==> src/ecpa_pkg.sv <==
// Shared types, constants and command structures for the EC point unit.
package ecpa_pkg;

    localparam int FIELD_WIDTH  = 64;
    localparam int SCALAR_WIDTH = 64;
    localparam int IO_W         = 64;
    localparam int FIDX_W       = $clog2(FIELD_WIDTH);
    localparam int SIDX_W       = (SCALAR_WIDTH > 1) ? $clog2(SCALAR_WIDTH) : 1;
    localparam int CFG_IDX_W    = 2;

    // Configuration register indexes
    localparam logic [CFG_IDX_W-1:0] REG_MODULUS = 2'd0;
    localparam logic [CFG_IDX_W-1:0] REG_CURVE_A = 2'd1;

    // Item operation codes
    localparam logic [1:0] OPN_ADD = 2'd0;
    localparam logic [1:0] OPN_SUB = 2'd1;
    localparam logic [1:0] OPN_MUL = 2'd2;

    typedef logic [FIELD_WIDTH-1:0] t_field;

    // Datapath register file entries
    typedef enum logic [3:0] {
        R_QX, R_QY, R_SX, R_SY, R_AX, R_AY, R_BX, R_BY,
        R_RX, R_RY, R_A, R_NUM, R_DEN, R_K, R_INV, R_T
    } t_reg;

    // Raw values that can be reduced modulo p
    typedef enum logic [2:0] {
        RAW_A, RAW_X1, RAW_Y1, RAW_X2, RAW_Y2
    } t_raw;

    // Datapath operations
    typedef enum logic [3:0] {
        OP_ADD, OP_SUB, OP_NEG, OP_MOV, OP_CONST0, OP_CONST1,
        OP_CMP, OP_MUL, OP_RED, OP_OUT
    } t_dp_op;

    typedef struct packed {
        logic              valid;
        t_dp_op            op;
        t_reg              ra;
        t_reg              rb;
        t_reg              rd;
        t_raw              raw;
        logic              zero;
        logic [FIDX_W-1:0] eidx;
        logic [SIDX_W-1:0] sidx;
    } t_cmd;

    typedef struct packed {
        logic done;
        logic eq;
        logic ebit;
        logic sbit;
    } t_status;

    typedef enum logic [1:0] {
        DP_IDLE, DP_EXEC, DP_MUL, DP_RED
    } t_dp_state;

    typedef enum logic [1:0] {
        LD_INPUT, LD_DOUBLE, LD_ADDQ
    } t_ldsel;

    typedef enum logic [1:0] {
        PH_SINGLE, PH_DBL, PH_ADD
    } t_phase;

    typedef enum logic [5:0] {
        S_IDLE, S_RED_A, S_RED_X1, S_RED_Y1, S_RED_X2, S_RED_Y2,
        S_CLR_X, S_CLR_Y, S_DISPATCH, S_NEG,
        S_LA_X, S_LA_Y, S_LB_X, S_LB_Y,
        S_P_START, S_P_CPX, S_P_CPY, S_P_CMPX, S_P_CMPY,
        S_P_SQ, S_P_T2, S_P_T3, S_P_TA, S_P_DEN2,
        S_P_NUMS, S_P_DENS,
        S_P_INV0, S_P_ISQ, S_P_IMUL,
        S_P_K, S_P_KK, S_P_X1, S_P_X2, S_P_Y1, S_P_Y2, S_P_Y3, S_P_Y4,
        S_P_RET, S_NEXT, S_OUT_LD, S_OUT
    } t_state;

endpackage

==> src/ecpa_dpath.sv <==
// Field datapath: register file, bit-serial modular multiplier and reducer.
module ecpa_dpath (
    input  logic                           i_clk,
    input  logic                           i_rst_n,
    input  logic                           i_cfg_we,
    input  logic [ecpa_pkg::CFG_IDX_W-1:0] i_cfg_index,
    input  logic [ecpa_pkg::IO_W-1:0]      i_cfg_data,
    input  logic                           i_in_accept,
    input  logic [ecpa_pkg::IO_W-1:0]      i_first_x,
    input  logic [ecpa_pkg::IO_W-1:0]      i_first_y,
    input  logic [ecpa_pkg::IO_W-1:0]      i_second_x,
    input  logic [ecpa_pkg::IO_W-1:0]      i_second_y,
    input  logic [ecpa_pkg::IO_W-1:0]      i_scalar,
    input  ecpa_pkg::t_cmd                 i_cmd,
    output ecpa_pkg::t_status              o_st,
    output logic [ecpa_pkg::IO_W-1:0]      o_result_x,
    output logic [ecpa_pkg::IO_W-1:0]      o_result_y
);

    localparam int FW = ecpa_pkg::FIELD_WIDTH;

    ecpa_pkg::t_field r_mem [16];

    ecpa_pkg::t_field r_modulus, r_curve_a;
    ecpa_pkg::t_field r_raw_x1, r_raw_y1, r_raw_x2, r_raw_y2;
    logic [ecpa_pkg::SCALAR_WIDTH-1:0] r_scalar;

    ecpa_pkg::t_dp_state r_state;
    ecpa_pkg::t_cmd      r_cmd;
    ecpa_pkg::t_field    r_rda, r_rdb;
    ecpa_pkg::t_field    r_acc, r_ma, r_mb;
    logic [ecpa_pkg::FIDX_W-1:0] r_cnt;
    logic                r_done, r_eq;
    ecpa_pkg::t_field    r_res_x, r_res_y;

    ecpa_pkg::t_field me, expo, one_m, raw_sel;
    ecpa_pkg::t_field mul_dbl, mul_next, red_next;
    logic [FW:0]      red_shift;
    logic             w_en;
    ecpa_pkg::t_reg   w_addr;
    ecpa_pkg::t_field w_data;

    function automatic ecpa_pkg::t_field fadd(input ecpa_pkg::t_field a,
                                              input ecpa_pkg::t_field b,
                                              input ecpa_pkg::t_field m);
        logic [FW:0] s;
        s = {1'b0, a} + {1'b0, b};
        if (s >= {1'b0, m}) s = s - {1'b0, m};
        return s[FW-1:0];
    endfunction

    function automatic ecpa_pkg::t_field fsub(input ecpa_pkg::t_field a,
                                              input ecpa_pkg::t_field b,
                                              input ecpa_pkg::t_field m);
        ecpa_pkg::t_field d;
        d = a - b;
        if (a < b) d = d + m;
        return d;
    endfunction

    // Effective modulus: a modulus below two behaves as one (all values zero)
    assign me    = (r_modulus < FW'(2)) ? FW'(1) : r_modulus;
    assign expo  = me - FW'(2);
    assign one_m = (me == FW'(1)) ? '0 : FW'(1);

    // Select the raw value to reduce
    always_comb begin
        case (r_cmd.raw)
            ecpa_pkg::RAW_A:  raw_sel = r_curve_a;
            ecpa_pkg::RAW_X1: raw_sel = r_raw_x1;
            ecpa_pkg::RAW_Y1: raw_sel = r_raw_y1;
            ecpa_pkg::RAW_X2: raw_sel = r_raw_x2;
            ecpa_pkg::RAW_Y2: raw_sel = r_raw_y2;
            default:          raw_sel = '0;
        endcase
    end

    // One double-and-add step of the multiplier, one shift-subtract of the reducer
    assign mul_dbl   = fadd(r_acc, r_acc, me);
    assign mul_next  = r_mb[r_cnt] ? fadd(mul_dbl, r_ma, me) : mul_dbl;
    assign red_shift = {r_acc, r_mb[r_cnt]};
    always_comb begin
        if (red_shift >= {1'b0, me}) begin
            red_next = FW'(red_shift - {1'b0, me});
        end else begin
            red_next = red_shift[FW-1:0];
        end
    end

    // Register file write port
    always_comb begin
        w_en   = 1'b0;
        w_addr = r_cmd.rd;
        w_data = '0;
        case (r_state)
            ecpa_pkg::DP_EXEC: begin
                case (r_cmd.op)
                    ecpa_pkg::OP_ADD:    begin w_en = 1'b1; w_data = fadd(r_rda, r_rdb, me); end
                    ecpa_pkg::OP_SUB:    begin w_en = 1'b1; w_data = fsub(r_rda, r_rdb, me); end
                    ecpa_pkg::OP_NEG:    begin w_en = 1'b1; w_data = fsub('0, r_rda, me); end
                    ecpa_pkg::OP_MOV:    begin w_en = 1'b1; w_data = r_rda; end
                    ecpa_pkg::OP_CONST0: begin w_en = 1'b1; w_data = '0; end
                    ecpa_pkg::OP_CONST1: begin w_en = 1'b1; w_data = one_m; end
                    default:             w_en = 1'b0;
                endcase
            end
            ecpa_pkg::DP_MUL: begin
                w_en   = (r_cnt == '0);
                w_data = mul_next;
            end
            ecpa_pkg::DP_RED: begin
                w_en   = (r_cnt == '0);
                w_data = red_next;
            end
            default: w_en = 1'b0;
        endcase
    end

    // Register file: one write, two registered reads
    always_ff @(posedge i_clk) begin
        if (w_en) r_mem[w_addr] <= w_data;
        if (i_cmd.valid) begin
            r_rda <= r_mem[i_cmd.ra];
            r_rdb <= r_mem[i_cmd.rb];
        end
    end

    // Capture item operands on transfer
    always_ff @(posedge i_clk) begin
        if (i_in_accept) begin
            r_raw_x1 <= i_first_x[FW-1:0];
            r_raw_y1 <= i_first_y[FW-1:0];
            r_raw_x2 <= i_second_x[FW-1:0];
            r_raw_y2 <= i_second_y[FW-1:0];
            r_scalar <= i_scalar[ecpa_pkg::SCALAR_WIDTH-1:0];
        end
    end

    // Configuration registers
    always_ff @(posedge i_clk) begin
        if (!i_rst_n) begin
            r_modulus <= FW'(2);
            r_curve_a <= FW'(1);
        end else if (i_cfg_we) begin
            if (i_cfg_index == ecpa_pkg::REG_MODULUS) r_modulus <= i_cfg_data[FW-1:0];
            if (i_cfg_index == ecpa_pkg::REG_CURVE_A) r_curve_a <= i_cfg_data[FW-1:0];
        end
    end

    // Operation sequencing
    always_ff @(posedge i_clk) begin
        if (!i_rst_n) begin
            r_state <= ecpa_pkg::DP_IDLE;
            r_done  <= 1'b0;
        end else begin
            r_done <= 1'b0;
            case (r_state)
                ecpa_pkg::DP_IDLE: begin
                    if (i_cmd.valid) begin
                        r_cmd   <= i_cmd;
                        r_state <= ecpa_pkg::DP_EXEC;
                    end
                end
                ecpa_pkg::DP_EXEC: begin
                    r_acc <= '0;
                    r_ma  <= r_rda;
                    r_cnt <= ecpa_pkg::FIDX_W'(FW - 1);
                    case (r_cmd.op)
                        ecpa_pkg::OP_MUL: begin
                            r_mb    <= r_rdb;
                            r_state <= ecpa_pkg::DP_MUL;
                        end
                        ecpa_pkg::OP_RED: begin
                            r_mb    <= raw_sel;
                            r_state <= ecpa_pkg::DP_RED;
                        end
                        ecpa_pkg::OP_CMP: begin
                            r_eq    <= (r_rda == r_rdb);
                            r_done  <= 1'b1;
                            r_state <= ecpa_pkg::DP_IDLE;
                        end
                        ecpa_pkg::OP_OUT: begin
                            r_res_x <= r_cmd.zero ? '0 : r_rda;
                            r_res_y <= r_cmd.zero ? '0 : r_rdb;
                            r_done  <= 1'b1;
                            r_state <= ecpa_pkg::DP_IDLE;
                        end
                        default: begin
                            r_done  <= 1'b1;
                            r_state <= ecpa_pkg::DP_IDLE;
                        end
                    endcase
                end
                ecpa_pkg::DP_MUL, ecpa_pkg::DP_RED: begin
                    r_acc <= (r_state == ecpa_pkg::DP_MUL) ? mul_next : red_next;
                    r_cnt <= r_cnt - 1'b1;
                    if (r_cnt == '0) begin
                        r_done  <= 1'b1;
                        r_state <= ecpa_pkg::DP_IDLE;
                    end
                end
                default: r_state <= ecpa_pkg::DP_IDLE;
            endcase
        end
    end

    assign o_st.done = r_done;
    assign o_st.eq   = r_eq;
    assign o_st.ebit = expo[i_cmd.eidx];
    assign o_st.sbit = r_scalar[i_cmd.sidx];

    assign o_result_x = ecpa_pkg::IO_W'(r_res_x);
    assign o_result_y = ecpa_pkg::IO_W'(r_res_y);

endmodule

==> config.mk <==
export PLATFORM = sky130hd
export DESIGN_NAME = ecpa_dpath
export DESIGN_NICKNAME = d
export VERILOG_FILES = /design/src/ecpa_pkg.sv /design/src/ecpa_dpath.sv
export SDC_FILE = /design/constraint.sdc
export NUM_CORES = 2
export LEC_CHECK = 0
export BUFFER_PORTS_ARGS = -buffer_cell sky130_fd_sc_hd__buf_4
export CAP_MARGIN = 15
export CORE_ASPECT_RATIO = 1.75
export CORE_MARGIN = 2
export CORE_UTILIZATION = 30
export CTS_CLUSTER_DIAMETER = 120
export DETAILED_ROUTE_END_ITERATION = 10
export PLACE_DENSITY_LB_ADDON = 0.12
export SETUP_SLACK_MARGIN = 0.4
export SLEW_MARGIN = 25
export SYNTH_ARGS = -nofsm -noshare
export SYNTH_HDL_FRONTEND = slang
export SYNTH_SLANG_ARGS = --single-unit
export TNS_END_PERCENT = 1
==> constraint.sdc <==
create_clock -name i_clk -period 15.36 [get_ports i_clk]
set_input_delay 1.536 -clock i_clk [delete_from_list [all_inputs] [get_ports i_clk]]
set_output_delay 1.536 -clock i_clk [all_outputs]
set_load 0.1 [all_outputs]
# == Yosys cells after proc, flatten, opt, wreduce, memory -nomap -nowiden ==
# Memories as Yosys holds them, arrays and structs flattened. A register that Yosys moved wholly into a read port is not among the register bits.
# Cells that the tools add are included.
# totals
regBits,790
input_bits,423
memories,1
output_inout_bits,132
word_cells,117
ram_bits,1024
# mem_list
memory,depth,word_bits,rd,rd_ports_with_merged_regs,wr,line_no,source
r_mem,16,64,2,2,1,ecpa_dpath.sv:22,ecpa_pkg::t_field r_mem [16];
# classes
eq_ne,21
add_sub_neg,13
muxes,33
n_reduce_logical,19
order_cmp,10
# op_table
cell,count
$pmux 64 s5,2
$mux 64,9
$sub 64x64->64,5
$ge 65x64->1,4
$pmux 64 s2,2
$add 64x64->65,3
$pmux 64 s3,1
$add 64x64->64,2
$eq 64x1->1 const B,1
$eq 64x64->1,1
$lt 1x64->1 const A,1
$lt 64x2->1 const B,1
$lt 64x64->1,1
$sub 1x64->64 const A,1
$sub 64x2->64 const B,1
$lt 6x7->1 const B,3
$bmux 1 s6,3
$eq 4x3->1 const B,4
$pmux 6 s2,1
$reduce_and 3->1,4
$reduce_and 2->1,5
$mux 1,9
$eq 4x2->1 const B,2
$eq 4x4->1 const B,2
other kinds (20),28

# == Longest topological paths before layout ==
# depth
depth_word,10
depth_mapped,46
ltp_nobuf,41

# == Worst setup path after synthesis ==
# No wires, ideal clock.
# synth_timing
path_type,input-to-reg
from,input i_rst_n
to,"register r_res_x[0], in the netlist o_result_x[0], enable pin"
t_arrival_ns,15.016
setup_time_ns,0.973
t_required_ns,14.387
path_buffers,1
path_slack_ns,-0.629
path_stages,3
path_cell_list,clkbuf_1 nand2_1 nor4b_1
# synth_between
elab_chain_cells,1
# synth_rtl
element,line_no,source
from (decl),ecpa_dpath.sv:4,"input logic i_rst_n,"
$reduce_and 3->1 (no source line),n/a,
to (signal assigned),ecpa_dpath.sv:183,r_res_x <= r_cmd.zero ? '0 : r_rda;
to (decl),ecpa_dpath.sv:34,"ecpa_pkg::t_field r_res_x, r_res_y;"
# Every way passes these cells.
# A chain may end at the register's enable or synchronous reset.

# == Worst setup path after layout ==
# layout_timing
from,register r_modulus[17]
to,"memory r_mem[3][23] in the netlist's numbering, data pin"
# layout_between
elab_chain_cells,9
word_cells_on_any_way,22
classes_between,add/sub (7); order compare (5); mux (10)
# layout_rtl
element,line_no,source
from (decl),ecpa_dpath.sv:24,"ecpa_pkg::t_field r_modulus, r_curve_a;"
from (signal assigned),ecpa_dpath.sv:145,if (i_cfg_index == ecpa_pkg::REG_MODULUS) r_modulus <= i_cfg_data[FW-1:0];
$lt 64x2->1,ecpa_dpath.sv:62,assign me = (r_modulus < FW'(2)) ? FW'(1) : r_modulus;
$mux 64 *,ecpa_dpath.sv:62,
$sub 64x64->64 / $ge 65x64->1 (equally long branches),ecpa_dpath.sv:48,"if (s >= {1'b0, m}) s = s - {1'b0, m};"
$mux 64,ecpa_dpath.sv:48,
$add 64x64->65,ecpa_dpath.sv:47,"s = {1'b0, a} + {1'b0, b};"
$sub 64x64->64 / $ge 65x64->1 (equally long branches),ecpa_dpath.sv:48,
$mux 64,ecpa_dpath.sv:48,
$mux 64,ecpa_dpath.sv:80,"assign mul_next = r_mb[r_cnt] ? fadd(mul_dbl, r_ma, me) : mul_dbl;"
$pmux 64 s3 *,ecpa_dpath.sv:95,case (r_state)
via w_data[23],ecpa_dpath.sv:41,ecpa_pkg::t_field w_data;
to (decl),ecpa_dpath.sv:22,
# Mark *: on every way through the listed nets, which the timed path passes. The rest lies on a longest branch.

==> metrics.yaml <==
syn_area_um2: 120000
grt_max_degree: 100
crit_required_ps: 15900
grt_remaining_overflow: 0
dieArea_um2: 407000
dp.final_hpwl_mm: 462
drcViolationCount: 0
power.leakage_nw: 48.7
cts_made_buffers: 209
p_per_area_nw_per_um2: 119
crit_top_cell: "o21ai_0"
netlist_top_cells_count: "edfxtp_1 (1811), a21oi_1 (834), nand2_1 (811)"
end_kind: "register"
max_freq_ghz: 0.0727
synth_top_cell_by_area: "edfxtp_1"
clkTransAtPathRegs_ps: 70
vias: 94985
ys_types: 101
yosysMostFrequentCell: "edfxtp_1"
tritoncts: "built"
finalCritPeriodShare_pct: 89.6
ys.flop_type: "edfxtp_1"
die_w_um: 483
worstSkewPairLatency_ps: 940
slowest_stage: "a21oi_1"
antenna_found_initial: 33
tightest_slew_ps: 1250
critPathMaxFanout: 37
cts_root_buf: "clkbuf_16"
met1_usage_pct: 31.7
grt_pass1_vias: 97680
grt_use_met3_pct: 2.96
ys_ff_latch: 1942
finClkSkew_ps: 77.8
num_rows: 307
rsz0062_at_grt: "false"
slowest_delay_ps: 750
ys_seq_area_share_pct: 47.3
min_period_ps: 13760
areaGrowthSynthToFinish_pct: 15.0
core_area_um2: 399000
cts_setup_buffers: 0
yosysWarnings: 0
drive_gt1_share_pct: 19.4
largest_register_ffs: 1024
clock-sinks: 1942
hold_viol_final: 0
die_h_um: 842
place_congestion: 1.04
run_status: "finished, final reports clean"
htree_levels: 4
design_area_um2: 138000
drt_iter0_drc: 9236
top_register: "r_mem"
busiest_layer: "met2"
track_usage_pct: 28.9
maxCapViolCount: 0
hp-class: "register to register"
firstDrtPassIters: 7
grt_pass1_wl_mm: 811
ctsLongestPathBuffers: 4
io_buffers: 554
place_area_um2: 132000
final_nets: 11640
syn_nets: 11229
ioPinCount: 555
syn_inst: 10283
max-slew-margin-rel_pct: 15.8
cts_resized: 0
synth_edf_count: 1811
postSynth.asyncResetShare_pct: 0
antenna_left: 0
ys_top_cells_by_area: "edfxtp_1 (45%), mux4_2 (13%), ha_1 (5.3%), a21oi_1 (3.5%), xnor2_1 (2.9%)"
hold_buffers: 0
initial_core_util_pct: 30.1
setup_viol: 0
report.final.slew_viol_count: 0
wl_per_cell_um: 37.5
cp-start-kind: "register"
vias_per_cell: 5.89
use_met2_pct: 51.4
worstPathArrival_ps: 14300
ir_drop_mv: 0.0882
syn_avg_cell_area_um2: 11.7
finalWirelength_mm: 606
synth_top_area_share_pct: 45.2
path_class: "register to register"
fin_tns_setup_ps: 0
layer usage:
layer / routed length (um) / up-vias / share of wire (%)
met5: 25 / - / 0.0041
met4: 53100 / 4 / 8.8
met3: 28900 / 1188 / 4.8
li1: - / 40668 / -
met1: 215000 / 49224 / 35
met2: 309000 / 3901 / 51
worst paths after layout:
path	from	slack [ps]	endpoint	depth (start not counted)
worst max-delay path	r_modulus[17]	1600	r_mem[3][23]	41
worst max register to register	r_modulus[17]	1600	r_mem[3][23]	41
worst min register to register	r_curve_a[12]	470	r_curve_a[12]	2
worst min-delay path	r_curve_a[12]	470	r_curve_a[12]	2
report_power, final:
part | internal, mW | leakage [nW] | switching, mW | total, mW
clock | 2.94 | 3.28 | 2.34 | 5.28
combinational | 1.80 | 27.8 | 3.35 | 5.15
sequential | 5.91 | 17.7 | 0.134 | 6.05
total | 10.7 | 48.7 | 5.82 | 16.5
logic make-up after synthesis:
kind of cell	synth area share, %
AO/OA/AOI/OAI	16.2
AND/OR/NAND/NOR	9.07
flip-flops	47.3
buffers and inverters	3.28
multiplexers	14.3
XOR/XNOR	4.34
adder cells (fa/ha/maj)	5.49
placed cells by master (no fill, tap or decap), drive strengths merged, types with 193 or more instances in the layout:
cell type / count
edfxtp: 1811
buf: 879
a21oi: 834
nand2: 811
mux4: 685
nor2: 635
ha: 514
o21ai: 487
xnor2: 403
inv: 368
a21o: 327
clkbuf: 261
xor2: 193
per-stage QoR:
step                setup slack (ps)  hold WS (ps)  power (mW)  utilization (%)  cells
global placement                1520           455        11.2             32.9  15733
global route                    1160           490        17.0             34.7  16120
finish                          1600           469        16.5             34.7  16133
CTS                             1630           471        16.5             34.6  16115
detailed placement              1700           462        11.2             32.9  15735
floorplan                       4560           441        9.24                -  10283
worst max-delay path, delay by kind of cell, from the launching register on:
family          cells  cell delay [ps]
mux                 2              600
buf+inv             3              700
simple gates       16             4760
fa+ha+maj           3             1270
xor+xnor            2              470
compound gates     15             5050
flops               1              410
layout make-up:
class                   instances  area (um2)
diodes                         17        42.5
clock buffers                 261        5580
clock inverters               119        1210
fillers                     39763      261000
inverters                     361        1360
multi-input cells            7301       59900
flip-flops and latches       1942       57000
well taps                    5253        6570
repair buffers                879        6860
Power figures use the tool's default switching activity.
