File: config.mk
export PLATFORM = sky130hd
export DESIGN_NAME = ecpa_ctrl
export DESIGN_NICKNAME = d
export VERILOG_FILES = /design/src/ecpa_pkg.sv /design/src/ecpa_ctrl.sv
export SDC_FILE = /design/constraint.sdc
export NUM_CORES = 1
export LEC_CHECK = 0
export ABC_AREA = 1
export BUFFER_PORTS_ARGS = -buffer_cell sky130_fd_sc_hd__buf_2
export CAP_MARGIN = 30
export CORE_MARGIN = 2
export CORE_UTILIZATION = 58
export DETAILED_ROUTE_END_ITERATION = 8
export PLACE_DENSITY = 0.82
export SYNTH_ARGS = -nofsm -noshare
export SYNTH_HDL_FRONTEND = slang
export SYNTH_SLANG_ARGS = --single-unit
File: constraint.sdc
create_clock -name i_clk -period 2.7 [get_ports i_clk]
set_clock_uncertainty 0.15 [all_clocks]
set_input_delay 0.54 -clock i_clk [delete_from_list [all_inputs] [get_ports i_clk]]
set_output_delay 0.54 -clock i_clk [all_outputs]
set_load 0.05 [all_outputs]
File: src/ecpa_pkg.sv
// Shared types, constants and command structures for the EC point unit.
package ecpa_pkg;

    localparam int FIELD_WIDTH  = 64;
    localparam int SCALAR_WIDTH = 64;
    localparam int IO_W         = 64;
    localparam int FIDX_W       = $clog2(FIELD_WIDTH);
    localparam int SIDX_W       = (SCALAR_WIDTH > 1) ? $clog2(SCALAR_WIDTH) : 1;
    localparam int CFG_IDX_W    = 2;

    // Configuration register indexes
    localparam logic [CFG_IDX_W-1:0] REG_MODULUS = 2'd0;
    localparam logic [CFG_IDX_W-1:0] REG_CURVE_A = 2'd1;

    // Item operation codes
    localparam logic [1:0] OPN_ADD = 2'd0;
    localparam logic [1:0] OPN_SUB = 2'd1;
    localparam logic [1:0] OPN_MUL = 2'd2;

    typedef logic [FIELD_WIDTH-1:0] t_field;

    // Datapath register file entries
    typedef enum logic [3:0] {
        R_QX, R_QY, R_SX, R_SY, R_AX, R_AY, R_BX, R_BY,
        R_RX, R_RY, R_A, R_NUM, R_DEN, R_K, R_INV, R_T
    } t_reg;

    // Raw values that can be reduced modulo p
    typedef enum logic [2:0] {
        RAW_A, RAW_X1, RAW_Y1, RAW_X2, RAW_Y2
    } t_raw;

    // Datapath operations
    typedef enum logic [3:0] {
        OP_ADD, OP_SUB, OP_NEG, OP_MOV, OP_CONST0, OP_CONST1,
        OP_CMP, OP_MUL, OP_RED, OP_OUT
    } t_dp_op;

    typedef struct packed {
        logic              valid;
        t_dp_op            op;
        t_reg              ra;
        t_reg              rb;
        t_reg              rd;
        t_raw              raw;
        logic              zero;
        logic [FIDX_W-1:0] eidx;
        logic [SIDX_W-1:0] sidx;
    } t_cmd;

    typedef struct packed {
        logic done;
        logic eq;
        logic ebit;
        logic sbit;
    } t_status;

    typedef enum logic [1:0] {
        DP_IDLE, DP_EXEC, DP_MUL, DP_RED
    } t_dp_state;

    typedef enum logic [1:0] {
        LD_INPUT, LD_DOUBLE, LD_ADDQ
    } t_ldsel;

    typedef enum logic [1:0] {
        PH_SINGLE, PH_DBL, PH_ADD
    } t_phase;

    typedef enum logic [5:0] {
        S_IDLE, S_RED_A, S_RED_X1, S_RED_Y1, S_RED_X2, S_RED_Y2,
        S_CLR_X, S_CLR_Y, S_DISPATCH, S_NEG,
        S_LA_X, S_LA_Y, S_LB_X, S_LB_Y,
        S_P_START, S_P_CPX, S_P_CPY, S_P_CMPX, S_P_CMPY,
        S_P_SQ, S_P_T2, S_P_T3, S_P_TA, S_P_DEN2,
        S_P_NUMS, S_P_DENS,
        S_P_INV0, S_P_ISQ, S_P_IMUL,
        S_P_K, S_P_KK, S_P_X1, S_P_X2, S_P_Y1, S_P_Y2, S_P_Y3, S_P_Y4,
        S_P_RET, S_NEXT, S_OUT_LD, S_OUT
    } t_state;

endpackage

File: src/ecpa_ctrl.sv
// Controller: sequences reduction, point addition, inversion and double-and-add.
module ecpa_ctrl (
    input  logic              i_clk,
    input  logic              i_rst_n,
    input  logic              i_in_valid,
    output logic              o_in_ready,
    input  logic [1:0]        i_operation,
    input  logic              i_first_inf,
    input  logic              i_second_inf,
    output logic              o_out_valid,
    input  logic              i_out_ready,
    output logic              o_result_inf,
    output ecpa_pkg::t_cmd    o_cmd,
    input  ecpa_pkg::t_status i_st
);

    ecpa_pkg::t_state r_state, n_state;
    logic             r_sent, n_sent;
    logic [1:0]       r_op, n_op;
    logic             r_inf1, n_inf1, r_inf2, n_inf2;
    logic             r_ainf, n_ainf, r_binf, n_binf, r_rinf, n_rinf;
    ecpa_pkg::t_ldsel r_ldsel, n_ldsel;
    ecpa_pkg::t_phase r_phase, n_phase;
    logic [ecpa_pkg::FIDX_W-1:0] r_eidx, n_eidx;
    logic [ecpa_pkg::SIDX_W-1:0] r_sidx, n_sidx;

    logic             c_has;
    ecpa_pkg::t_dp_op c_op;
    ecpa_pkg::t_reg   c_ra, c_rb, c_rd;
    ecpa_pkg::t_raw   c_raw;

    // State and control registers
    always_ff @(posedge i_clk) begin
        if (!i_rst_n) begin
            r_state <= ecpa_pkg::S_IDLE;
            r_sent  <= 1'b0;
            r_op    <= '0;
            r_inf1  <= 1'b0;
            r_inf2  <= 1'b0;
            r_ainf  <= 1'b0;
            r_binf  <= 1'b0;
            r_rinf  <= 1'b0;
            r_ldsel <= ecpa_pkg::LD_INPUT;
            r_phase <= ecpa_pkg::PH_SINGLE;
            r_eidx  <= '0;
            r_sidx  <= '0;
        end else begin
            r_state <= n_state;
            r_sent  <= n_sent;
            r_op    <= n_op;
            r_inf1  <= n_inf1;
            r_inf2  <= n_inf2;
            r_ainf  <= n_ainf;
            r_binf  <= n_binf;
            r_rinf  <= n_rinf;
            r_ldsel <= n_ldsel;
            r_phase <= n_phase;
            r_eidx  <= n_eidx;
            r_sidx  <= n_sidx;
        end
    end

    // Next state and datapath commands
    always_comb begin
        n_state = r_state;
        n_sent  = r_sent;
        n_op    = r_op;
        n_inf1  = r_inf1;
        n_inf2  = r_inf2;
        n_ainf  = r_ainf;
        n_binf  = r_binf;
        n_rinf  = r_rinf;
        n_ldsel = r_ldsel;
        n_phase = r_phase;
        n_eidx  = r_eidx;
        n_sidx  = r_sidx;
        c_has   = 1'b0;
        c_op    = ecpa_pkg::OP_MOV;
        c_ra    = ecpa_pkg::R_T;
        c_rb    = ecpa_pkg::R_T;
        c_rd    = ecpa_pkg::R_T;
        c_raw   = ecpa_pkg::RAW_A;
        o_in_ready  = 1'b0;
        o_out_valid = 1'b0;

        case (r_state)
            ecpa_pkg::S_IDLE: begin
                o_in_ready = 1'b1;
                if (i_in_valid) begin
                    n_op    = i_operation;
                    n_inf1  = i_first_inf;
                    n_inf2  = i_second_inf;
                    n_state = ecpa_pkg::S_RED_A;
                end
            end
            // Reduce the coefficient and the coordinates modulo p
            ecpa_pkg::S_RED_A: begin
                c_has = 1'b1; c_op = ecpa_pkg::OP_RED; c_raw = ecpa_pkg::RAW_A;
                c_rd  = ecpa_pkg::R_A;
                if (i_st.done) n_state = ecpa_pkg::S_RED_X1;
            end
            ecpa_pkg::S_RED_X1: begin
                c_has = 1'b1; c_op = ecpa_pkg::OP_RED; c_raw = ecpa_pkg::RAW_X1;
                c_rd  = ecpa_pkg::R_QX;
                if (i_st.done) n_state = ecpa_pkg::S_RED_Y1;
            end
            ecpa_pkg::S_RED_Y1: begin
                c_has = 1'b1; c_op = ecpa_pkg::OP_RED; c_raw = ecpa_pkg::RAW_Y1;
                c_rd  = ecpa_pkg::R_QY;
                if (i_st.done) n_state = ecpa_pkg::S_RED_X2;
            end
            ecpa_pkg::S_RED_X2: begin
                c_has = 1'b1; c_op = ecpa_pkg::OP_RED; c_raw = ecpa_pkg::RAW_X2;
                c_rd  = ecpa_pkg::R_SX;
                if (i_st.done) n_state = ecpa_pkg::S_RED_Y2;
            end
            ecpa_pkg::S_RED_Y2: begin
                c_has = 1'b1; c_op = ecpa_pkg::OP_RED; c_raw = ecpa_pkg::RAW_Y2;
                c_rd  = ecpa_pkg::R_SY;
                if (i_st.done) n_state = ecpa_pkg::S_CLR_X;
            end
            ecpa_pkg::S_CLR_X: begin
                c_has = 1'b1; c_op = ecpa_pkg::OP_CONST0; c_rd = ecpa_pkg::R_RX;
                if (i_st.done) n_state = ecpa_pkg::S_CLR_Y;
            end
            ecpa_pkg::S_CLR_Y: begin
                c_has = 1'b1; c_op = ecpa_pkg::OP_CONST0; c_rd = ecpa_pkg::R_RY;
                if (i_st.done) n_state = ecpa_pkg::S_DISPATCH;
            end
            ecpa_pkg::S_DISPATCH: begin
                n_ldsel = ecpa_pkg::LD_INPUT;
                n_phase = ecpa_pkg::PH_SINGLE;
                n_ainf  = r_inf1;
                n_binf  = r_inf2;
                if (r_op == ecpa_pkg::OPN_ADD) begin
                    n_state = ecpa_pkg::S_LA_X;
                end else if (r_op == ecpa_pkg::OPN_SUB) begin
                    n_state = ecpa_pkg::S_NEG;
                end else if (r_op == ecpa_pkg::OPN_MUL) begin
                    n_rinf  = 1'b1;
                    n_sidx  = ecpa_pkg::SIDX_W'(ecpa_pkg::SCALAR_WIDTH - 1);
                    n_ldsel = ecpa_pkg::LD_DOUBLE;
                    n_phase = ecpa_pkg::PH_DBL;
                    n_ainf  = 1'b1;
                    n_binf  = 1'b1;
                    n_state = ecpa_pkg::S_LA_X;
                end else begin
                    n_rinf  = 1'b1;
                    n_state = ecpa_pkg::S_OUT_LD;
                end
            end
            // Negate the second y for subtraction
            ecpa_pkg::S_NEG: begin
                c_has = 1'b1; c_op = ecpa_pkg::OP_NEG;
                c_ra  = ecpa_pkg::R_SY; c_rd = ecpa_pkg::R_SY;
                if (i_st.done) n_state = ecpa_pkg::S_LA_X;
            end
            // Load the operands of one point addition
            ecpa_pkg::S_LA_X: begin
                c_has = 1'b1;
                c_ra  = (r_ldsel == ecpa_pkg::LD_INPUT) ? ecpa_pkg::R_QX : ecpa_pkg::R_RX;
                c_rd  = ecpa_pkg::R_AX;
                if (i_st.done) n_state = ecpa_pkg::S_LA_Y;
            end
            ecpa_pkg::S_LA_Y: begin
                c_has = 1'b1;
                c_ra  = (r_ldsel == ecpa_pkg::LD_INPUT) ? ecpa_pkg::R_QY : ecpa_pkg::R_RY;
                c_rd  = ecpa_pkg::R_AY;
                if (i_st.done) n_state = ecpa_pkg::S_LB_X;
            end
            ecpa_pkg::S_LB_X: begin
                c_has = 1'b1;
                case (r_ldsel)
                    ecpa_pkg::LD_INPUT:  c_ra = ecpa_pkg::R_SX;
                    ecpa_pkg::LD_DOUBLE: c_ra = ecpa_pkg::R_RX;
                    default:             c_ra = ecpa_pkg::R_QX;
                endcase
                c_rd = ecpa_pkg::R_BX;
                if (i_st.done) n_state = ecpa_pkg::S_LB_Y;
            end
            ecpa_pkg::S_LB_Y: begin
                c_has = 1'b1;
                case (r_ldsel)
                    ecpa_pkg::LD_INPUT:  c_ra = ecpa_pkg::R_SY;
                    ecpa_pkg::LD_DOUBLE: c_ra = ecpa_pkg::R_RY;
                    default:             c_ra = ecpa_pkg::R_QY;
                endcase
                c_rd = ecpa_pkg::R_BY;
                if (i_st.done) n_state = ecpa_pkg::S_P_START;
            end
            // Point addition: infinity cases first
            ecpa_pkg::S_P_START: begin
                if (r_binf) begin
                    n_rinf  = r_ainf;
                    n_state = ecpa_pkg::S_P_CPX;
                end else if (r_ainf) begin
                    n_rinf  = 1'b0;
                    n_state = ecpa_pkg::S_P_CPX;
                end else begin
                    n_state = ecpa_pkg::S_P_CMPX;
                end
            end
            ecpa_pkg::S_P_CPX: begin
                c_has = 1'b1;
                c_ra  = r_binf ? ecpa_pkg::R_AX : ecpa_pkg::R_BX;
                c_rd  = ecpa_pkg::R_RX;
                if (i_st.done) n_state = ecpa_pkg::S_P_CPY;
            end
            ecpa_pkg::S_P_CPY: begin
                c_has = 1'b1;
                c_ra  = r_binf ? ecpa_pkg::R_AY : ecpa_pkg::R_BY;
                c_rd  = ecpa_pkg::R_RY;
                if (i_st.done) n_state = ecpa_pkg::S_P_RET;
            end
            ecpa_pkg::S_P_CMPX: begin
                c_has = 1'b1; c_op = ecpa_pkg::OP_CMP;
                c_ra  = ecpa_pkg::R_AX; c_rb = ecpa_pkg::R_BX;
                if (i_st.done) n_state = i_st.eq ? ecpa_pkg::S_P_CMPY : ecpa_pkg::S_P_NUMS;
            end
            ecpa_pkg::S_P_CMPY: begin
                c_has = 1'b1; c_op = ecpa_pkg::OP_CMP;
                c_ra  = ecpa_pkg::R_AY; c_rb = ecpa_pkg::R_BY;
                if (i_st.done) begin
                    if (i_st.eq) begin
                        n_state = ecpa_pkg::S_P_SQ;
                    end else begin
                        n_rinf  = 1'b1;
                        n_state = ecpa_pkg::S_P_RET;
                    end
                end
            end
            // Doubling slope: (3x^2 + a) / 2y
            ecpa_pkg::S_P_SQ: begin
                c_has = 1'b1; c_op = ecpa_pkg::OP_MUL;
                c_ra  = ecpa_pkg::R_AX; c_rb = ecpa_pkg::R_AX; c_rd = ecpa_pkg::R_NUM;
                if (i_st.done) n_state = ecpa_pkg::S_P_T2;
            end
            ecpa_pkg::S_P_T2: begin
                c_has = 1'b1; c_op = ecpa_pkg::OP_ADD;
                c_ra  = ecpa_pkg::R_NUM; c_rb = ecpa_pkg::R_NUM; c_rd = ecpa_pkg::R_T;
                if (i_st.done) n_state = ecpa_pkg::S_P_T3;
            end
            ecpa_pkg::S_P_T3: begin
                c_has = 1'b1; c_op = ecpa_pkg::OP_ADD;
                c_ra  = ecpa_pkg::R_T; c_rb = ecpa_pkg::R_NUM; c_rd = ecpa_pkg::R_NUM;
                if (i_st.done) n_state = ecpa_pkg::S_P_TA;
            end
            ecpa_pkg::S_P_TA: begin
                c_has = 1'b1; c_op = ecpa_pkg::OP_ADD;
                c_ra  = ecpa_pkg::R_NUM; c_rb = ecpa_pkg::R_A; c_rd = ecpa_pkg::R_NUM;
                if (i_st.done) n_state = ecpa_pkg::S_P_DEN2;
            end
            ecpa_pkg::S_P_DEN2: begin
                c_has = 1'b1; c_op = ecpa_pkg::OP_ADD;
                c_ra  = ecpa_pkg::R_AY; c_rb = ecpa_pkg::R_AY; c_rd = ecpa_pkg::R_DEN;
                if (i_st.done) n_state = ecpa_pkg::S_P_INV0;
            end
            // Chord slope: (y2 - y1) / (x2 - x1)
            ecpa_pkg::S_P_NUMS: begin
                c_has = 1'b1; c_op = ecpa_pkg::OP_SUB;
                c_ra  = ecpa_pkg::R_BY; c_rb = ecpa_pkg::R_AY; c_rd = ecpa_pkg::R_NUM;
                if (i_st.done) n_state = ecpa_pkg::S_P_DENS;
            end
            ecpa_pkg::S_P_DENS: begin
                c_has = 1'b1; c_op = ecpa_pkg::OP_SUB;
                c_ra  = ecpa_pkg::R_BX; c_rb = ecpa_pkg::R_AX; c_rd = ecpa_pkg::R_DEN;
                if (i_st.done) n_state = ecpa_pkg::S_P_INV0;
            end
            // Fermat inverse: square and multiply over the bits of p-2
            ecpa_pkg::S_P_INV0: begin
                c_has = 1'b1; c_op = ecpa_pkg::OP_CONST1; c_rd = ecpa_pkg::R_INV;
                if (i_st.done) begin
                    n_eidx  = ecpa_pkg::FIDX_W'(ecpa_pkg::FIELD_WIDTH - 1);
                    n_state = ecpa_pkg::S_P_ISQ;
                end
            end
            ecpa_pkg::S_P_ISQ: begin
                c_has = 1'b1; c_op = ecpa_pkg::OP_MUL;
                c_ra  = ecpa_pkg::R_INV; c_rb = ecpa_pkg::R_INV; c_rd = ecpa_pkg::R_INV;
                if (i_st.done) begin
                    if (i_st.ebit) begin
                        n_state = ecpa_pkg::S_P_IMUL;
                    end else if (r_eidx == '0) begin
                        n_state = ecpa_pkg::S_P_K;
                    end else begin
                        n_eidx  = r_eidx - 1'b1;
                    end
                end
            end
            ecpa_pkg::S_P_IMUL: begin
                c_has = 1'b1; c_op = ecpa_pkg::OP_MUL;
                c_ra  = ecpa_pkg::R_INV; c_rb = ecpa_pkg::R_DEN; c_rd = ecpa_pkg::R_INV;
                if (i_st.done) begin
                    if (r_eidx == '0) begin
                        n_state = ecpa_pkg::S_P_K;
                    end else begin
                        n_eidx  = r_eidx - 1'b1;
                        n_state = ecpa_pkg::S_P_ISQ;
                    end
                end
            end
            // New point from the slope
            ecpa_pkg::S_P_K: begin
                c_has = 1'b1; c_op = ecpa_pkg::OP_MUL;
                c_ra  = ecpa_pkg::R_NUM; c_rb = ecpa_pkg::R_INV; c_rd = ecpa_pkg::R_K;
                if (i_st.done) n_state = ecpa_pkg::S_P_KK;
            end
            ecpa_pkg::S_P_KK: begin
                c_has = 1'b1; c_op = ecpa_pkg::OP_MUL;
                c_ra  = ecpa_pkg::R_K; c_rb = ecpa_pkg::R_K; c_rd = ecpa_pkg::R_T;
                if (i_st.done) n_state = ecpa_pkg::S_P_X1;
            end
            ecpa_pkg::S_P_X1: begin
                c_has = 1'b1; c_op = ecpa_pkg::OP_SUB;
                c_ra  = ecpa_pkg::R_T; c_rb = ecpa_pkg::R_AX; c_rd = ecpa_pkg::R_T;
                if (i_st.done) n_state = ecpa_pkg::S_P_X2;
            end
            ecpa_pkg::S_P_X2: begin
                c_has = 1'b1; c_op = ecpa_pkg::OP_SUB;
                c_ra  = ecpa_pkg::R_T; c_rb = ecpa_pkg::R_BX; c_rd = ecpa_pkg::R_RX;
                if (i_st.done) n_state = ecpa_pkg::S_P_Y1;
            end
            ecpa_pkg::S_P_Y1: begin
                c_has = 1'b1; c_op = ecpa_pkg::OP_SUB;
                c_ra  = ecpa_pkg::R_RX; c_rb = ecpa_pkg::R_AX; c_rd = ecpa_pkg::R_T;
                if (i_st.done) n_state = ecpa_pkg::S_P_Y2;
            end
            ecpa_pkg::S_P_Y2: begin
                c_has = 1'b1; c_op = ecpa_pkg::OP_MUL;
                c_ra  = ecpa_pkg::R_K; c_rb = ecpa_pkg::R_T; c_rd = ecpa_pkg::R_T;
                if (i_st.done) n_state = ecpa_pkg::S_P_Y3;
            end
            ecpa_pkg::S_P_Y3: begin
                c_has = 1'b1; c_op = ecpa_pkg::OP_ADD;
                c_ra  = ecpa_pkg::R_T; c_rb = ecpa_pkg::R_AY; c_rd = ecpa_pkg::R_T;
                if (i_st.done) n_state = ecpa_pkg::S_P_Y4;
            end
            ecpa_pkg::S_P_Y4: begin
                c_has = 1'b1; c_op = ecpa_pkg::OP_NEG;
                c_ra  = ecpa_pkg::R_T; c_rd = ecpa_pkg::R_RY;
                if (i_st.done) begin
                    n_rinf  = 1'b0;
                    n_state = ecpa_pkg::S_P_RET;
                end
            end
            // Return from point addition
            ecpa_pkg::S_P_RET: begin
                case (r_phase)
                    ecpa_pkg::PH_DBL: begin
                        if (i_st.sbit) begin
                            n_ldsel = ecpa_pkg::LD_ADDQ;
                            n_phase = ecpa_pkg::PH_ADD;
                            n_ainf  = r_rinf;
                            n_binf  = r_inf1;
                            n_state = ecpa_pkg::S_LA_X;
                        end else begin
                            n_state = ecpa_pkg::S_NEXT;
                        end
                    end
                    ecpa_pkg::PH_ADD: n_state = ecpa_pkg::S_NEXT;
                    default:          n_state = ecpa_pkg::S_OUT_LD;
                endcase
            end
            // Advance to the next scalar bit
            ecpa_pkg::S_NEXT: begin
                if (r_sidx == '0) begin
                    n_state = ecpa_pkg::S_OUT_LD;
                end else begin
                    n_sidx  = r_sidx - 1'b1;
                    n_ldsel = ecpa_pkg::LD_DOUBLE;
                    n_phase = ecpa_pkg::PH_DBL;
                    n_ainf  = r_rinf;
                    n_binf  = r_rinf;
                    n_state = ecpa_pkg::S_LA_X;
                end
            end
            ecpa_pkg::S_OUT_LD: begin
                c_has = 1'b1; c_op = ecpa_pkg::OP_OUT;
                c_ra  = ecpa_pkg::R_RX; c_rb = ecpa_pkg::R_RY;
                if (i_st.done) n_state = ecpa_pkg::S_OUT;
            end
            ecpa_pkg::S_OUT: begin
                o_out_valid = 1'b1;
                if (i_out_ready) n_state = ecpa_pkg::S_IDLE;
            end
            default: n_state = ecpa_pkg::S_IDLE;
        endcase

        // Issue each command once, then wait for done
        if (c_has && !r_sent) n_sent = 1'b1;
        if (i_st.done)        n_sent = 1'b0;
    end

    assign o_cmd.valid = c_has && !r_sent;
    assign o_cmd.op    = c_op;
    assign o_cmd.ra    = c_ra;
    assign o_cmd.rb    = c_rb;
    assign o_cmd.rd    = c_rd;
    assign o_cmd.raw   = c_raw;
    assign o_cmd.zero  = r_rinf;
    assign o_cmd.eidx  = r_eidx;
    assign o_cmd.sidx  = r_sidx;

    assign o_result_inf = r_rinf;

endmodule

### After elaboration in Yosys (flattened, before gate mapping)

Cells that the tools add are included.

| operators by class | value |
|---|---|
| $add $sub $neg | 2 |
| multipliers | 0 |
| div/mod/pow operators | 0 |
| $lt $le $gt $ge | 0 |
| equality and inequality tests | 90 |
| shifts and indexed selects | 0 |
| mux-type cells | 102 |
| bitwise operators | 1 |
| reductions and logical operators | 44 |

Operators with widths:

| operator | count |
|---|---|
| $mux 6 | 52 |
| $pmux 6 s39 | 1 |
| $pmux 4 s15 | 2 |
| $eq 6x5->1 const B | 16 |
| $ne 2x2->1 const B | 42 |
| $eq 6x6->1 const B | 9 |
| $eq 6x4->1 const B | 8 |
| $pmux 4 s10 | 1 |
| $pmux 4 s9 | 1 |
| $reduce_and 36->1 | 1 |
| $reduce_or 35->1 | 1 |
| $reduce_or 2->1 | 15 |
| $eq 6x3->1 const B | 4 |
| $mux 1 | 24 |
| $pmux 6 s2 | 2 |
| $logic_not 6->1 | 3 |
| $pmux 6 s3 | 1 |
| $pmux 4 s2 | 2 |
| $reduce_or 3->1 | 5 |
| $reduce_or 5->1 | 3 |
| $eq 6x2->1 const B | 2 |
| $mux 4 | 3 |
| $pmux 3 s4 | 1 |
| $sub 6x1->6 const B | 2 |
| 24 further kinds | 38 |

| word-level totals | value |
|---|---|
| bits in registers | 28 |
| bits in latches | 0 |
| RAM bits | 0 |
| memory bits (read-only) | 0 |
| input bits | 12 |
| output and inout bits | 36 |
| logic and storage cells | 250 |
| memories | 0 |

### Depth between registers and ports, before layout

| depth | value |
|---|---|
| word-level depth | 5 |
| gate-level depth with buffers | 14 |
| depth with buffers taken out | 13 |

### Worst setup path before layout

No wires, ideal clock.

| timing | value |
|---|---|
| kind | register to output |
| from | register r_state[4] |
| to | output port o_cmd[29] in the netlist's numbering |
| data arrival time | 2.739 ns |
| data required time | 2.010 ns |
| setup slack | -0.729 ns |
| cell stages (with the launch flop) | 12 |
| path buffers | 1 |
| cells stage by stage | dfxtp_1 -> inv_1 -> nand2_1 -> inv_1 -> buf_2 -> nand2_1 -> inv_1 -> nor3_1 -> nand2_1 -> nor2_1 -> nand3_1 -> nand3_1 |

RTL lines:

| element | RTL line | RTL |
|---|---|---|
| start: declaration | ecpa_ctrl.sv:17 | `ecpa_pkg::t_state r_state, n_state;` |
| start signal: assignment | ecpa_ctrl.sv:35 | `r_state <= ecpa_pkg::S_IDLE;` |
| start signal: assignment | ecpa_ctrl.sv:48 | `r_state <= n_state;` |
| end: declaration | ecpa_ctrl.sv:13 | `output ecpa_pkg::t_cmd o_cmd,` |

==> summary.txt <==
Number of global-route vias before repair: 3722
CP required: 2.01 ns
CTS sink cnt: 28
Placed cells: 672
Failing checks: design-rule violations, negative setup slack
# diodes: 0
Grt ovf: 0
Die Span X: 75.3 um
Max-slew violations: 0
Worst-skew pair later-pin latency: 0.29 ns
Nets: 651
Startpoint types: flip-flop
Routed Antenna Nets: 0
CP delay by family, top: simple AND/OR/NAND/NOR gates
# H-tree levels: 1
Power per cell area: 1150 nW/um^2
Vert. Die Dim: 75.3 um
Core area: 4820 sq um
MaxCap Viol Count: 0
Max Fanout on Critical Path: 4
Tcrit/Tclk final: 1.07
Worst hold slack: 0.347 ns
GPL Wtd Cong: 1.15
Starting Density: 0.612
First-pass GRT wire length: 17200 um
Type of the worst min-delay path: reg2reg
Ys flop type: dfxtp_1
Clock Path Buffers: 2
Leak: 0.00230 uW
Commonest non-fill, non-tap cell in the layout: nand2_1
CP bufs+invs: 1
Post-synth cell types: 32
Final Non-Filler Cells: 698
Remaining DRCs: 68
CTS Root Cell: clkbuf_8
Crit path kind: reg2out
Area growth from synthesis to layout: 46.1%
Die ar.: 5670 sq um
Total track usage: 0.394
Outcome: finished with violations
Share of cells above drive strength 1: 0.342
Syn. warnings: 0
Synth top area cells: dfxtp_1, nand2_1, nand3_1
Slew headroom: 0.402
# fillers: 257
FP Rows: 25
Hold-fix buffers, CTS: 0
Slowest stage delay, CP: 0.47 ns
Top cell type by total area after synthesis: dfxtp_1
Final Setup Violations: 13
CTS buffer count: 3
Mean area per synthesized cell: 5.45 sq um
Setup WS pre-CTS: 0.0987 ns
Slowest cell on crit path: dfxtp_4
Post-Syn Area: 2950 sq um
Via/cell ratio: 6.99
Data arrival time of the worst path: 2.21 ns
Syn nets: 560
Tmin final: 2.90 ns
CTS tree: yes
Cell Chain, Critical Path: nand2_4, nor2_1, nand2_1, nand2_2, nor2_1, nand3_1, nor2_2, nand2_2, nand3_2, buf_8
WL final: 15100 um
Worst-margin pin slew: 0.889 ns
DR pass1 iterations: 9
Worst setup EP type: output port
Top cell type's share of synthesized area: 0.190
Initial antenna violation count: 0
Iter 0 DRT Violations: 901
FF+latch count, synth: 28
Unrepaired setup endpoints after global routing: yes
Post-Syn Instances: 541
Clock slew at reported path FFs: 0.11 ns
Final hold violation count: 0
Vias: 4879
Post-synthesis sequential area ratio: 0.190
Port Buf Inserts: 47
Maximum clock rate: 0.345 GHz
Final WS setup: -0.197 ns
Post-synth EDFFs: 0
WL/cell: 21.6 um
Fraction of registers with async set/reset: 0
Hpwl dp: 8360 um
Most frequent cells in the layout: nand2_1, nor2_1, inv_1, nand3_1, buf_4
Largest net degree at the start of global routing: 31
Peak supply drop: 0.927 mV
# IOs: 48
==> where the power goes <==
group          internal (uW)  switching [uW]  leakage [uW]
clock                    199             152     0.0000357
sequential               506             129      0.000232
combinational           1230            2750       0.00203
==> cells in the mapped netlist, types with 2 or more instances <==
master      n
a211oi_1    2
a21oi_1    24
buf_2       5
buf_4       3
clkbuf_1    6
dfxtp_1    28
ha_1        7
inv_1      68
inv_2       3
nand2_1   139
nand2_2     4
nand3_1    66
nand4_1    29
nor2_1     83
nor2_2      6
nor2_4      2
nor3_1     20
nor4_1      3
o21ai_0    24
o22ai_1     4
xor2_1      4
==> routing by layer <==
layer	wire, um	part of all wire	GRT usage
met5	0	0	0
met4	1520	0.10	0.199
met3	2410	0.16	0.0675
met2	6420	0.43	0.636
met1	4740	0.31	0.507
==> flip-flops by register name (all words and copies together), names as in the netlist <==
signal and cells:
r_eidx 6, r_sidx 6, r_state 6, r_op 2
r_phase 2, o_result_inf 1, r_ainf 1, r_binf 1
r_inf1 1, r_inf2 1, r_sent 1
==> stage by stage <==
| stage | util | setup TNS (ns) | cell area (sq um) | power (uW) |
|---|---|---|---|---|
| 2_1_floorplan | - | -0.00874 | 2970 | 2770 |
| 3_3_place_gp | 0.716 | 0 | 3450 | 3390 |
| 3_5_place_dp | 0.716 | 0 | 3450 | 3420 |
| 4_1_cts | 0.763 | -0.00556 | 3680 | 4020 |
| 5_1_grt | 0.895 | -1.85 | 4310 | 5100 |
| 6_report | 0.895 | -1.22 | 4310 | 4970 |
==> final cells by class <==
cell class,instances,area (sq um),area share
multi-input cells,428,2500,0.580
repair buffers,100,778,0.181
flip-flops and latches,28,583,0.135
inverters,71,295,0.0685
well taps,67,83.8,0.0195
clock buffers,3,41.3,0.00958
clock inverters,1,30.0,0.00697
==> path summary, 6_finish.rpt <==
kind | startpoint | end | slack [ns] | cells after the start
max | r_state[0]$_SDFFE_PN0P_ | o_cmd[25] | -0.20 | 10
min reg2reg | r_sent$_SDFFE_PP0P_ | r_sent$_SDFFE_PP0P_ | 0.35 | 2
min | r_sent$_SDFFE_PP0P_ | r_sent$_SDFFE_PP0P_ | 0.35 | 2
max reg2reg | r_state[0]$_SDFFE_PN0P_ | r_state[5]$_SDFFE_PN0P_ | 0.16 | 9
==> logic make-up after synthesis <==
logic type / Yosys count / synth area share
buf+inv: 85 / 0.114
xor+xnor: 5 / 0.0148
flops: 28 / 0.190
compound gates: 59 / 0.108
fa+ha+maj: 7 / 0.0297
simple gates: 357 / 0.543
==> worst reg2reg max path, cell delays in order (launching register included) <==
cell and delay [ns]:
dfxtp_4 0.42, nand2_4 0.14, nor2_1 0.09, buf_4 0.15
nand2_1 0.15, inv_1 0.09, nor3_1 0.74, nand3b_1 0.26
nor2_1 0.18, nor2_1 0.06
==> what timing repair did <==
item | in CTS | in global routing
cloned | 0 | 2
endpoints found under the setup margin | 13 | 13
resized for setup | 46 | 132
pin swaps | 3 | 22
buffers inserted | 3 | 17
No activity file was read; power rests on OpenSTA's default activity.
